### src/hdl/resistive_touch_qualifier_core_macros.svh
// Assertion macros for the touch qualifier.
`ifndef RESISTIVE_TOUCH_QUALIFIER_CORE_MACROS_SVH
`define RESISTIVE_TOUCH_QUALIFIER_CORE_MACROS_SVH

`ifndef SYNTHESIS
`define RTQ_ASSERT_IMPLY(label, clk, rst, cond, prop) \
  label: assert property (@(posedge clk) disable iff (rst) (cond) |-> (prop)) \
    else $error("touch qualifier check failed");
`define RTQ_ASSERT_NEXT(label, clk, rst, cond, prop) \
  label: assert property (@(posedge clk) disable iff (rst) (cond) |=> (prop)) \
    else $error("touch qualifier sequence check failed");
`else
`define RTQ_ASSERT_IMPLY(label, clk, rst, cond, prop)
`define RTQ_ASSERT_NEXT(label, clk, rst, cond, prop)
`endif

`endif

### src/hdl/rtq_pkg.sv
`default_nettype none
package rtq_pkg;

  localparam int RAW_W = 12;
  localparam int SCR_W = 16;
  localparam int CNT_W = 3;
  localparam int EV_W = 2;
  localparam int CFG_IDX_W = 3;
  localparam int CFG_DATA_W = 16;

  localparam int SAMPLE_COUNT_DEF = 5;

  localparam logic [RAW_W-1:0] PRESS_LOW = 12'd100;
  localparam logic [RAW_W-1:0] PRESS_HIGH = 12'd1000;

  localparam logic [EV_W-1:0] EV_NONE = 2'd0;
  localparam logic [EV_W-1:0] EV_PRESS = 2'd1;
  localparam logic [EV_W-1:0] EV_HOLD = 2'd2;
  localparam logic [EV_W-1:0] EV_RELEASE = 2'd3;

  localparam logic [CFG_IDX_W-1:0] REG_RAW_LEFT = 3'd0;
  localparam logic [CFG_IDX_W-1:0] REG_RAW_RIGHT = 3'd1;
  localparam logic [CFG_IDX_W-1:0] REG_RAW_TOP = 3'd2;
  localparam logic [CFG_IDX_W-1:0] REG_RAW_BOTTOM = 3'd3;
  localparam logic [CFG_IDX_W-1:0] REG_SCREEN_LEFT = 3'd4;
  localparam logic [CFG_IDX_W-1:0] REG_SCREEN_RIGHT = 3'd5;
  localparam logic [CFG_IDX_W-1:0] REG_SCREEN_TOP = 3'd6;
  localparam logic [CFG_IDX_W-1:0] REG_SCREEN_BOTTOM = 3'd7;

  localparam logic [RAW_W-1:0] RAW_LEFT_RST = 12'd0;
  localparam logic [RAW_W-1:0] RAW_RIGHT_RST = 12'd4095;
  localparam logic [RAW_W-1:0] RAW_TOP_RST = 12'd0;
  localparam logic [RAW_W-1:0] RAW_BOTTOM_RST = 12'd4095;
  localparam logic [SCR_W-1:0] SCREEN_LEFT_RST = 16'd0;
  localparam logic [SCR_W-1:0] SCREEN_RIGHT_RST = 16'd319;
  localparam logic [SCR_W-1:0] SCREEN_TOP_RST = 16'd0;
  localparam logic [SCR_W-1:0] SCREEN_BOTTOM_RST = 16'd239;

  // Dividend is |raw delta| * |screen delta|, divisor is |raw span|.
  localparam int DIVIDEND_W = RAW_W + SCR_W;
  localparam int DIVISOR_W = RAW_W;

  typedef struct packed {
    logic [RAW_W-1:0] sample_x;
    logic [RAW_W-1:0] sample_y;
    logic [RAW_W-1:0] pressure;
  } sample_t;

  typedef struct packed {
    logic [EV_W-1:0] event_res;
    logic [SCR_W-1:0] point_x;
    logic [SCR_W-1:0] point_y;
  } result_t;

  typedef struct packed {
    logic [RAW_W-1:0] raw_left;
    logic [RAW_W-1:0] raw_right;
    logic [RAW_W-1:0] raw_top;
    logic [RAW_W-1:0] raw_bottom;
    logic [SCR_W-1:0] screen_left;
    logic [SCR_W-1:0] screen_right;
    logic [SCR_W-1:0] screen_top;
    logic [SCR_W-1:0] screen_bottom;
  } cal_t;

endpackage
`default_nettype wire

### src/hdl/rtq_cal_regs.sv
`default_nettype none
module rtq_cal_regs (
  input  wire logic                              clk,
  input  wire logic                              rst,
  input  wire logic                              cfg_we,
  input  wire logic [rtq_pkg::CFG_IDX_W-1:0]     cfg_index,
  input  wire logic [rtq_pkg::CFG_DATA_W-1:0]    cfg_data,
  output rtq_pkg::cal_t                          cal
);
  import rtq_pkg::*;

  always_ff @(posedge clk) begin
    if (rst) begin
      cal.raw_left <= RAW_LEFT_RST;
      cal.raw_right <= RAW_RIGHT_RST;
      cal.raw_top <= RAW_TOP_RST;
      cal.raw_bottom <= RAW_BOTTOM_RST;
      cal.screen_left <= SCREEN_LEFT_RST;
      cal.screen_right <= SCREEN_RIGHT_RST;
      cal.screen_top <= SCREEN_TOP_RST;
      cal.screen_bottom <= SCREEN_BOTTOM_RST;
    end else if (cfg_we) begin
      case (cfg_index)
        REG_RAW_LEFT: cal.raw_left <= cfg_data[RAW_W-1:0];
        REG_RAW_RIGHT: cal.raw_right <= cfg_data[RAW_W-1:0];
        REG_RAW_TOP: cal.raw_top <= cfg_data[RAW_W-1:0];
        REG_RAW_BOTTOM: cal.raw_bottom <= cfg_data[RAW_W-1:0];
        REG_SCREEN_LEFT: cal.screen_left <= cfg_data[SCR_W-1:0];
        REG_SCREEN_RIGHT: cal.screen_right <= cfg_data[SCR_W-1:0];
        REG_SCREEN_TOP: cal.screen_top <= cfg_data[SCR_W-1:0];
        REG_SCREEN_BOTTOM: cal.screen_bottom <= cfg_data[SCR_W-1:0];
        default: begin
        end
      endcase
    end
  end

endmodule
`default_nettype wire

### src/hdl/rtq_divider.sv
`default_nettype none
module rtq_divider (
  input  wire logic                              clk,
  input  wire logic                              rst,
  input  wire logic                              start,
  input  wire logic [rtq_pkg::DIVIDEND_W-1:0]    dividend,
  input  wire logic [rtq_pkg::DIVISOR_W-1:0]     divisor,
  output logic                                   done,
  output logic [rtq_pkg::DIVIDEND_W-1:0]         quotient
);
  import rtq_pkg::*;

  localparam int STEP_W = $clog2(DIVIDEND_W);
  localparam logic [STEP_W-1:0] LAST_STEP = STEP_W'(DIVIDEND_W - 1);

  logic busy;
  logic [STEP_W-1:0] step;
  logic [DIVISOR_W-1:0] rem;
  logic [DIVISOR_W-1:0] dsr;
  logic [DIVISOR_W:0] shifted;
  logic [DIVISOR_W:0] trial;

  // Restoring division, one quotient bit per cycle.
  always_comb begin
    shifted = {rem, quotient[DIVIDEND_W-1]};
    trial = shifted - {1'b0, dsr};
  end

  always_ff @(posedge clk) begin
    if (rst) begin
      busy <= 1'b0;
      done <= 1'b0;
      step <= '0;
    end else begin
      done <= 1'b0;
      if (start) begin
        busy <= 1'b1;
        step <= '0;
      end else if (busy) begin
        step <= step + 1'b1;
        if (step == LAST_STEP) begin
          busy <= 1'b0;
          done <= 1'b1;
        end
      end
    end
  end

  always_ff @(posedge clk) begin
    if (start) begin
      rem <= '0;
      dsr <= divisor;
      quotient <= dividend;
    end else if (busy) begin
      if (trial[DIVISOR_W]) begin
        rem <= shifted[DIVISOR_W-1:0];
      end else begin
        rem <= trial[DIVISOR_W-1:0];
      end
      quotient <= {quotient[DIVIDEND_W-2:0], ~trial[DIVISOR_W]};
    end
  end

endmodule
`default_nettype wire

### src/hdl/resistive_touch_qualifier_core.sv
`default_nettype none
// Resistive touch qualifier. Each sample item gives exactly one result item carrying
// the press event and the stored screen point. A sample that does not leave the
// debounce counter at full count goes straight to the output stage, from which its
// result is loaded into the output register. A sample that leaves the debounce
// counter at full count maps both coordinates in turn through one shared multiplier
// and one shared serial divider that yields one quotient bit per cycle over 28 bits;
// each coordinate passes the setup states (prepare, multiply, start), the division
// up to its done pulse, and a fix step that applies the sign and offset. The block
// accepts one item at a time and holds sample_stall high until the result is loaded
// into the output register; a stalled result adds its stall cycles to the item.
// Calibration registers are to be written only while the block is idle; the block
// itself does not enforce this.
`include "resistive_touch_qualifier_core_macros.svh"
module resistive_touch_qualifier_core #(
  parameter int SAMPLE_COUNT = rtq_pkg::SAMPLE_COUNT_DEF
) (
  input  wire logic                              clk,
  input  wire logic                              rst,
  input  wire logic                              sample_valid,
  output logic                                   sample_stall,
  input  wire rtq_pkg::sample_t                  sample,
  output logic                                   result_valid,
  input  wire logic                              result_stall,
  output rtq_pkg::result_t                       result,
  input  wire logic                              cfg_we,
  input  wire logic [rtq_pkg::CFG_IDX_W-1:0]     cfg_index,
  input  wire logic [rtq_pkg::CFG_DATA_W-1:0]    cfg_data
);
  import rtq_pkg::*;

  localparam logic [CNT_W-1:0] FULL_COUNT = CNT_W'(SAMPLE_COUNT);

  localparam logic [2:0] S_IDLE = 3'd0;
  localparam logic [2:0] S_PREP = 3'd1;
  localparam logic [2:0] S_MUL = 3'd2;
  localparam logic [2:0] S_START = 3'd3;
  localparam logic [2:0] S_DIV = 3'd4;
  localparam logic [2:0] S_FIX = 3'd5;
  localparam logic [2:0] S_OUT = 3'd6;

  cal_t cal;
  logic [2:0] state;
  logic [2:0] state_next;
  logic accept;
  logic load;
  logic pressed;
  logic [CNT_W-1:0] press_count;
  logic [CNT_W-1:0] press_count_next;
  logic held;
  logic held_next;
  logic [EV_W-1:0] ev;
  logic [EV_W-1:0] ev_next;
  logic [SCR_W-1:0] mapped_x;
  logic [SCR_W-1:0] mapped_y;
  logic [RAW_W-1:0] smp_x;
  logic [RAW_W-1:0] smp_y;
  logic coord;

  logic [RAW_W-1:0] sel_v;
  logic [RAW_W-1:0] sel_ra;
  logic [RAW_W-1:0] sel_rb;
  logic [SCR_W-1:0] sel_sa;
  logic [SCR_W-1:0] sel_sb;
  logic [RAW_W:0] dv;
  logic [SCR_W:0] ds;
  logic [RAW_W:0] dspan;

  logic [RAW_W-1:0] mag_v;
  logic [SCR_W-1:0] mag_s;
  logic [RAW_W-1:0] mag_span;
  logic neg;
  logic span_zero;
  logic [DIVIDEND_W-1:0] prod;
  logic div_done;
  logic [DIVIDEND_W-1:0] div_quo;
  logic [SCR_W-1:0] q_low;
  logic [SCR_W-1:0] q_signed;
  logic [SCR_W-1:0] map_val;

  rtq_cal_regs u_cal (
    .clk       (clk),
    .rst       (rst),
    .cfg_we    (cfg_we),
    .cfg_index (cfg_index),
    .cfg_data  (cfg_data),
    .cal       (cal)
  );

  rtq_divider u_div (
    .clk      (clk),
    .rst      (rst),
    .start    (state == S_START),
    .dividend (prod),
    .divisor  (mag_span),
    .done     (div_done),
    .quotient (div_quo)
  );

  assign sample_stall = (state != S_IDLE);
  assign accept = sample_valid && !sample_stall;
  assign load = (state == S_OUT) && (!result_valid || !result_stall);

  always_comb begin
    pressed = (sample.pressure > PRESS_LOW) && (sample.pressure < PRESS_HIGH);
    press_count_next = press_count;
    if (pressed) begin
      if (press_count < FULL_COUNT) begin
        press_count_next = press_count + 1'b1;
      end
    end else if (press_count != '0) begin
      press_count_next = press_count - 1'b1;
    end
    held_next = held;
    ev_next = EV_NONE;
    if (press_count_next == FULL_COUNT && !held) begin
      held_next = 1'b1;
      ev_next = EV_PRESS;
    end else if (held) begin
      if (press_count_next == '0) begin
        held_next = 1'b0;
        ev_next = EV_RELEASE;
      end else if (press_count_next == FULL_COUNT) begin
        ev_next = EV_HOLD;
      end
    end
  end

  always_comb begin
    if (!coord) begin
      sel_v = smp_y;
      sel_ra = cal.raw_left;
      sel_rb = cal.raw_right;
      sel_sa = cal.screen_left;
      sel_sb = cal.screen_right;
    end else begin
      sel_v = smp_x;
      sel_ra = cal.raw_top;
      sel_rb = cal.raw_bottom;
      sel_sa = cal.screen_top;
      sel_sb = cal.screen_bottom;
    end
    dv = {1'b0, sel_v} - {1'b0, sel_ra};
    ds = {1'b0, sel_sb} - {1'b0, sel_sa};
    dspan = {1'b0, sel_rb} - {1'b0, sel_ra};
    q_low = div_quo[SCR_W-1:0];
    q_signed = neg ? (~q_low + 1'b1) : q_low;
    map_val = span_zero ? '0 : (q_signed + sel_sa);
  end

  always_comb begin
    state_next = state;
    case (state)
      S_IDLE: begin
        if (accept) begin
          if (pressed && press_count_next == FULL_COUNT) begin
            state_next = S_PREP;
          end else begin
            state_next = S_OUT;
          end
        end
      end
      S_PREP: state_next = S_MUL;
      S_MUL: state_next = S_START;
      S_START: state_next = S_DIV;
      S_DIV: begin
        if (div_done) begin
          state_next = S_FIX;
        end
      end
      S_FIX: state_next = coord ? S_OUT : S_PREP;
      S_OUT: begin
        if (load) begin
          state_next = S_IDLE;
        end
      end
      default: state_next = S_IDLE;
    endcase
  end

  always_ff @(posedge clk) begin
    if (rst) begin
      state <= S_IDLE;
      press_count <= '0;
      held <= 1'b0;
      mapped_x <= '0;
      mapped_y <= '0;
      coord <= 1'b0;
      result_valid <= 1'b0;
    end else begin
      state <= state_next;
      if (accept) begin
        press_count <= press_count_next;
        held <= held_next;
        coord <= 1'b0;
      end
      if (state == S_FIX) begin
        coord <= 1'b1;
        if (!coord) begin
          mapped_x <= map_val;
        end else begin
          mapped_y <= map_val;
        end
      end
      if (load) begin
        result_valid <= 1'b1;
      end else if (!result_stall) begin
        result_valid <= 1'b0;
      end
    end
  end

  always_ff @(posedge clk) begin
    if (accept) begin
      ev <= ev_next;
      smp_x <= sample.sample_x;
      smp_y <= sample.sample_y;
    end
    if (state == S_PREP) begin
      mag_v <= dv[RAW_W] ? RAW_W'(-dv) : dv[RAW_W-1:0];
      mag_s <= ds[SCR_W] ? SCR_W'(-ds) : ds[SCR_W-1:0];
      mag_span <= dspan[RAW_W] ? RAW_W'(-dspan) : dspan[RAW_W-1:0];
      neg <= dv[RAW_W] ^ ds[SCR_W] ^ dspan[RAW_W];
      span_zero <= (dspan == '0);
    end
    if (state == S_MUL) begin
      prod <= DIVIDEND_W'(mag_v) * DIVIDEND_W'(mag_s);
    end
    if (load) begin
      result.event_res <= ev;
      result.point_x <= mapped_x;
      result.point_y <= mapped_y;
    end
  end

  `RTQ_ASSERT_NEXT(a_busy_after_accept, clk, rst, accept, state != S_IDLE)
  `RTQ_ASSERT_NEXT(a_result_after_load, clk, rst, load, result_valid)
  `RTQ_ASSERT_IMPLY(a_held_nonzero, clk, rst, held, press_count != '0)
  `RTQ_ASSERT_IMPLY(a_count_bound, clk, rst, 1'b1, press_count <= FULL_COUNT)

endmodule
`default_nettype wire
### config.mk
export PLATFORM = sky130hd
export DESIGN_NAME = resistive_touch_qualifier_core
export DESIGN_NICKNAME = d
export VERILOG_FILES = /design/src/hdl/rtq_pkg.sv /design/src/hdl/rtq_cal_regs.sv /design/src/hdl/rtq_divider.sv /design/src/hdl/resistive_touch_qualifier_core.sv
export VERILOG_INCLUDE_DIRS = /design/src /design/src/hdl
export SDC_FILE = /design/constraint.sdc
export NUM_CORES = 1
export LEC_CHECK = 0
export ABC_AREA = 1
export ABC_CLOCK_PERIOD_IN_PS = 12350
export BUFFER_PORTS_ARGS = -buffer_cell sky130_fd_sc_hd__buf_2
export CAP_MARGIN = 30
export CORE_UTILIZATION = 55
export DETAILED_ROUTE_END_ITERATION = 12
export PLACE_DENSITY = 0.76
export SETUP_SLACK_MARGIN = 0.5
export SLEW_MARGIN = 20
export SYNTH_ARGS = -nofsm -noshare
export SYNTH_HDL_FRONTEND = slang
export SYNTH_HIERARCHICAL = 1
export SYNTH_SLANG_ARGS = --single-unit
### constraint.sdc
create_clock -name clk -period 12.35 [get_ports clk]
set_input_delay 3.705 -clock clk [delete_from_list [all_inputs] [get_ports clk]]
set_output_delay 3.705 -clock clk [all_outputs]
set_load 0.1 [all_outputs]
== Yosys cells after proc, flatten, opt, wreduce, memory -nomap -nowiden ==
Index checks and enable logic that the tools add are counted.

* Output and inout port bits: 36
* Input bits: 60
* Register bits after elaboration: 342

* Eq/ne operators: 19
* Reductions and logical operators: 32
* $mul: 1
* $add $sub $neg: 12
* Order comparisons: 3
* Muxes and demuxes: 36
* Bitwise gates (word level): 7

{| class="wikitable"
|+ Operators by type and width
! kind !! count
|-
| 16-bit 2-to-1 mux || 5
|-
| 12-bit 2-to-1 mux || 6
|-
| 28-bit 2-to-1 mux || 2
|-
| 12-bit by 16-bit multiplier with 28-bit output || 1
|-
| 12-bit by 12-bit subtractor with 13-bit output || 2
|-
| 3-bit equality test, second input constant || 8
|-
| 3-bit 2-to-1 mux || 8
|-
| 12-bit negation || 2
|-
| 3-bit case mux with 7 select lines || 1
|-
| 2-bit AND reduction || 10
|-
| 16-bit by 16-bit subtractor with 17-bit output || 1
|-
| 16-bit by 1-bit adder with 16-bit output, second input constant || 1
|-
| 16-bit adder || 1
|-
| 16-bit negation || 1
|-
| 16-bit inverter || 1
|-
| 13-bit logical NOT || 1
|-
| 13-bit by 12-bit subtractor with 13-bit output || 1
|-
| 3-bit by 2-bit equality test with 1-bit output, second input constant || 4
|-
| 12-bit by 7-bit greater-than comparator with 1-bit output, second input constant || 1
|-
| 12-bit by 10-bit less-than comparator with 1-bit output, second input constant || 1
|-
| 1-bit 2-to-1 mux || 12
|-
| 3-bit logical NOT || 3
|-
| 3-bit by 1-bit equality test with 1-bit output, second input constant || 2
|-
| 3-bit nonzero test || 2
|-
| 17 further kinds || 33
|}

== Logic depth before layout (Yosys ltp) ==
* Depth after elaboration: 8
* Gate-level depth with buffers: 23

== Hierarchy ==
Netlist, hierarchy kept.

{| class="wikitable"
|+ Modules (own cells, without submodules)
! module !! instances !! area an instance (sq um) !! sequential area each (sq um) !! cells an instance
|-
| resistive_touch_qualifier_core || 1 || 17224.0 || 4724.5 || 2190
|-
| rtq_cal_regs || 1 || 4322.9 || 2242.2 || 601
|-
| rtq_divider || 1 || 3248.1 || 1581.5 || 408
|}

== Worst setup path after synthesis ==
OpenSTA, ideal clock, no wires.

* Kind: input -> register
* Start: in result_stall
* End: reg result[0] (netlist name) (enable)
* Setup slack: 6.508 ns
* Arrival time: 5.405 ns
* Required time: 11.913 ns
* Library setup time: 0.437 ns
* Stages on the path: 1
* Cell sequence: a21oi_1

* Word-level cells in the longest chain between the ends: 3

{| class="wikitable"
|+ Ends and longest elaborated chain
! element !! line !! text
|-
| start: declaration || resistive_touch_qualifier_core.sv:24 || <nowiki>input wire logic result_stall,</nowiki>
|-
| 1-bit logical NOT || -- ||
|-
| 1-bit logical OR || resistive_touch_qualifier_core.sv:102 || <nowiki>assign load = (state == S_OUT) && (!result_valid || !result_stall);</nowiki>
|-
| 1-bit logical AND || resistive_touch_qualifier_core.sv:102 ||
|-
| end: declaration || resistive_touch_qualifier_core.sv:25 || <nowiki>output rtq_pkg::result_t result,</nowiki>
|}

No other way between the ends.
A chain may end at the register's enable or synchronous reset.

== Final worst setup path ==
* Start: reg mag_v[8]
* End: reg prod[16], data pin

* Word-level cells in the longest chain between the ends: 1

{| class="wikitable"
|+ Ends and longest elaborated chain
! element !! line !! text
|-
| start: declaration || resistive_touch_qualifier_core.sv:69 || <nowiki>logic [RAW_W-1:0] mag_v;</nowiki>
|-
| start signal: assignment || resistive_touch_qualifier_core.sv:220 || <nowiki>mag_v <= dv[RAW_W] ? RAW_W'(-dv) : dv[RAW_W-1:0];</nowiki>
|-
| 12-bit by 16-bit multiplier with 28-bit output || resistive_touch_qualifier_core.sv:227 || <nowiki>prod <= DIVIDEND_W'(mag_v) * DIVIDEND_W'(mag_s);</nowiki>
|-
| end signal: assignment || resistive_touch_qualifier_core.sv:227 ||
|-
| end: declaration || resistive_touch_qualifier_core.sv:74 || <nowiki>logic [DIVIDEND_W-1:0] prod;</nowiki>
|}

No other way between the ends.

==> impl_metrics.tcl <==
set metrics [dict create \
    die_y_um 214.3 \
    cpPeakStageDelay_ns 0.80 \
    fmax_mhz 178.5 \
    holdBufCountCts 0 \
    num_vias 20430 \
    setup-tns-final_ns 0 \
    crit_top_cell "fa_1" \
    cts_tree "yes" \
    cp-end-kind "flop" \
    postCtsResizedCells 0 \
    holdPathStages 0 \
    die_w_um 214.3 \
    crit_slowest_cell "edfxtp_1" \
    final_hold_viol_count 0 \
    fin_worst_skew_ns 0.03683 \
    critPathArrivalTime_ns 5.89 \
    die_area_um2 45940 \
    grt_pass1_vias 20150 \
    wl_per_cell_um 15.92 \
    fin_crit_sh_pct 45.35 \
    pin_count 96 \
    grt-ovfl-total 0 \
    ys_seq_area_share_pct 34.48 \
    drt-initial-drc-count 1611 \
    synth-main-ff-cell "dfxtp_1" \
    clk_pin_slew_ns 0.07 \
    synth-seq-cells 342 \
    ys_warn_count 6 \
    rows 77 \
    syn-num-nets 3546 \
    rsz0062_at_grt "no" \
    finalSetupViolCount 0 \
    final_common_cell "nand2_1" \
    final_cells 3854 \
    nNetsFinal 3583 \
    cts.path.max_buffers 3 \
    cp_max_fo 16 \
    core_area_um2 44320 \
    grt_max_degree 79 \
    cp-start-kind "flop" \
    syn_area_per_cell_um2 7.751 \
    final_cell_mix "948 x nand2_1, 495 x inv_1, 272 x nor2_1" \
    async_flop_share_pct 0 \
    cts_setup_buffers 0 \
    cts_root_buf "clkbuf_16" \
    grt_usage_pct 26.79 \
    antenna_left 0 \
    numCtsBuffers 38 \
    cp_cell_sequence "nand2_1 > fa_1 > inv_1 > fa_1 > fa_1 > fa_1 > inv_1 > fa_1 > inv_1 > ha_1 > a21oi_1 > inv_1 > nor2_1 > nand2_1 > a31oi_1 > o21ai_0 > xor2_1" \
    clock_sinks 342 \
    port_buffers 95 \
    relSlewSlack_pct 35.43 \
    routed_wl_um 61350 \
    required_ns 12.64 \
    vias_per_cell 5.302 \
    netlist_instances 3199 \
    dp_hpwl_um 47050 \
    path_class "flop to flop" \
    drc 0 \
    area_growth_pct 8.674 \
    slew_viol_final 0 \
    worst_pin_slew_ns 0.9417 \
    grt_first_pass_wirelength_um 99920 \
    drv_cap 0 \
    cts.htree.levels 2 \
    antenna_found_initial 0 \
    clk_latency_ns 0.57 \
    gp_congestion 0.9387 \
    drive_gt1_share_pct 9.166 \
    dr.pass1.iters 5 \
    status "completed" \
    place_inst 3783 \
    ys_types 55 \
    start_util_pct 55.95 \
    worst_r2r_path_depth 17 \
    syn_area_um2 24800 \
    hold_path_class "flop to flop" \
    diodes 0 \
    finalCriticalPeriod_ns 5.601 \
    synth_edf_count 170 \
]
[registers in the layout, summed over array words and instances (netlist names), 16 cells and up]
name / flops
prod: 28
u_cal/cal: 112
mapped_y: 16
mag_s: 16
result: 34
mapped_x: 16
u_div/quotient: 28
[path summary, 6_finish.rpt]
check	slack, ns	startpoint	endpoint
worst max register to register	6.75	mag_v[8]$_DFFE_PP_	prod[16]$_DFFE_PP_
worst min register to register	0.42	mag_span[2]$_DFFE_PP_	u_div/dsr[2]$_DFFE_PP_
worst min-delay path	0.42	mag_span[2]$_DFFE_PP_	u_div/dsr[2]$_DFFE_PP_
worst max-delay path	6.75	mag_v[8]$_DFFE_PP_	prod[16]$_DFFE_PP_
[layer usage]
| metal | wire length, µm | share of wire [%] | track usage (%) |
|---|---|---|---|
| met1 | 26270 | 43 | 34.80 |
| met2 | 29830 | 49 | 46.18 |
| met3 | 3328 | 5.4 | 2.922 |
| met4 | 1917 | 3.1 | 9.810 |
| met5 | 0 | 0 | 0 |
[critical path: cells and delay by family (launching register included)]
family / cells / cell delay (ns)
AO/OA/AOI/OAI: 3 / 0.62
XOR/XNOR: 1 / 0.16
adder cells (fa/ha/maj): 6 / 3.02
buffers and inverters: 4 / 0.25
flip-flops: 1 / 0.80
AND/OR/NAND/NOR: 3 / 0.48
[final cells by class]
type / count / area [µm²]
multi-input cells: 2230 / 13810
clock inverters: 17 / 226.5
well taps: 592 / 740.7
fillers: 3977 / 17370
inverters: 513 / 1926
clock buffers: 49 / 1064
repair buffers: 111 / 631.9
flip-flops and latches: 342 / 8549
[cells by family after synthesis]
group           Yosys count  share of synthesized area (%)
simple gates           1592                          27.19
buf+inv                 627                          9.981
flops                   342                          34.48
fa+ha+maj               287                          18.87
compound gates          246                          5.410
xor+xnor                 90                          3.467
mux                      15                         0.6055
[Yosys cell counts, types with 2 or more instances]
| cell | n | area (µm²) |
|---|---|---|
| a211oi_1 | 2 | 15.01 |
| a21o_1 | 5 | 37.54 |
| a21oi_1 | 108 | 540.5 |
| a21oi_2 | 3 | 26.28 |
| a31oi_1 | 5 | 31.28 |
| buf_1 | 7 | 26.28 |
| buf_2 | 15 | 75.07 |
| buf_4 | 11 | 82.58 |
| buf_6 | 6 | 67.56 |
| clkbuf_1 | 74 | 277.8 |
| dfxtp_1 | 172 | 3443 |
| edfxtp_1 | 170 | 5105 |
| fa_1 | 145 | 2903 |
| ha_1 | 142 | 1777 |
| inv_1 | 496 | 1862 |
| inv_2 | 16 | 60.06 |
| mux2i_1 | 15 | 150.1 |
| nand2_1 | 948 | 3558 |
| nand2_2 | 38 | 237.7 |
| nand3_1 | 197 | 986.0 |
| nand3_2 | 15 | 150.1 |
| nand3b_1 | 9 | 67.56 |
| nand4_1 | 36 | 225.2 |
| nor2_1 | 278 | 1044 |
| nor2_2 | 7 | 43.79 |
| nor2_4 | 6 | 67.56 |
| nor3_1 | 31 | 155.2 |
| nor3_2 | 3 | 30.03 |
| nor4_1 | 2 | 12.51 |
| o211ai_1 | 3 | 22.52 |
| o21a_1 | 4 | 30.03 |
| o21ai_0 | 92 | 460.4 |
| o21ai_1 | 6 | 30.03 |
| o21ai_2 | 4 | 35.03 |
| o21bai_1 | 8 | 60.06 |
| or2_2 | 16 | 100.1 |
| xnor2_1 | 26 | 227.7 |
| xnor2_2 | 2 | 32.53 |
| xor2_1 | 56 | 490.5 |
| xor2_2 | 5 | 81.33 |
[stage by stage]
step                      cell area, µm²  utilization [%]  hold slack [ns]  setup slack [ns]
final                              26950            60.80           0.4172             6.749
after global routing               26950            60.80           0.4199             6.504
after CTS                          26890            60.67           0.4191             6.809
after detailed placement           25600            57.76           0.4052             6.850
after global placement             25560            57.68           0.4019             6.814
after floorplan                    24800                -           0.4003             6.508
Power is left out: the tool's default activity adds up to more than one toggle a clock period on the data nets, which glitch-free logic cannot reach.
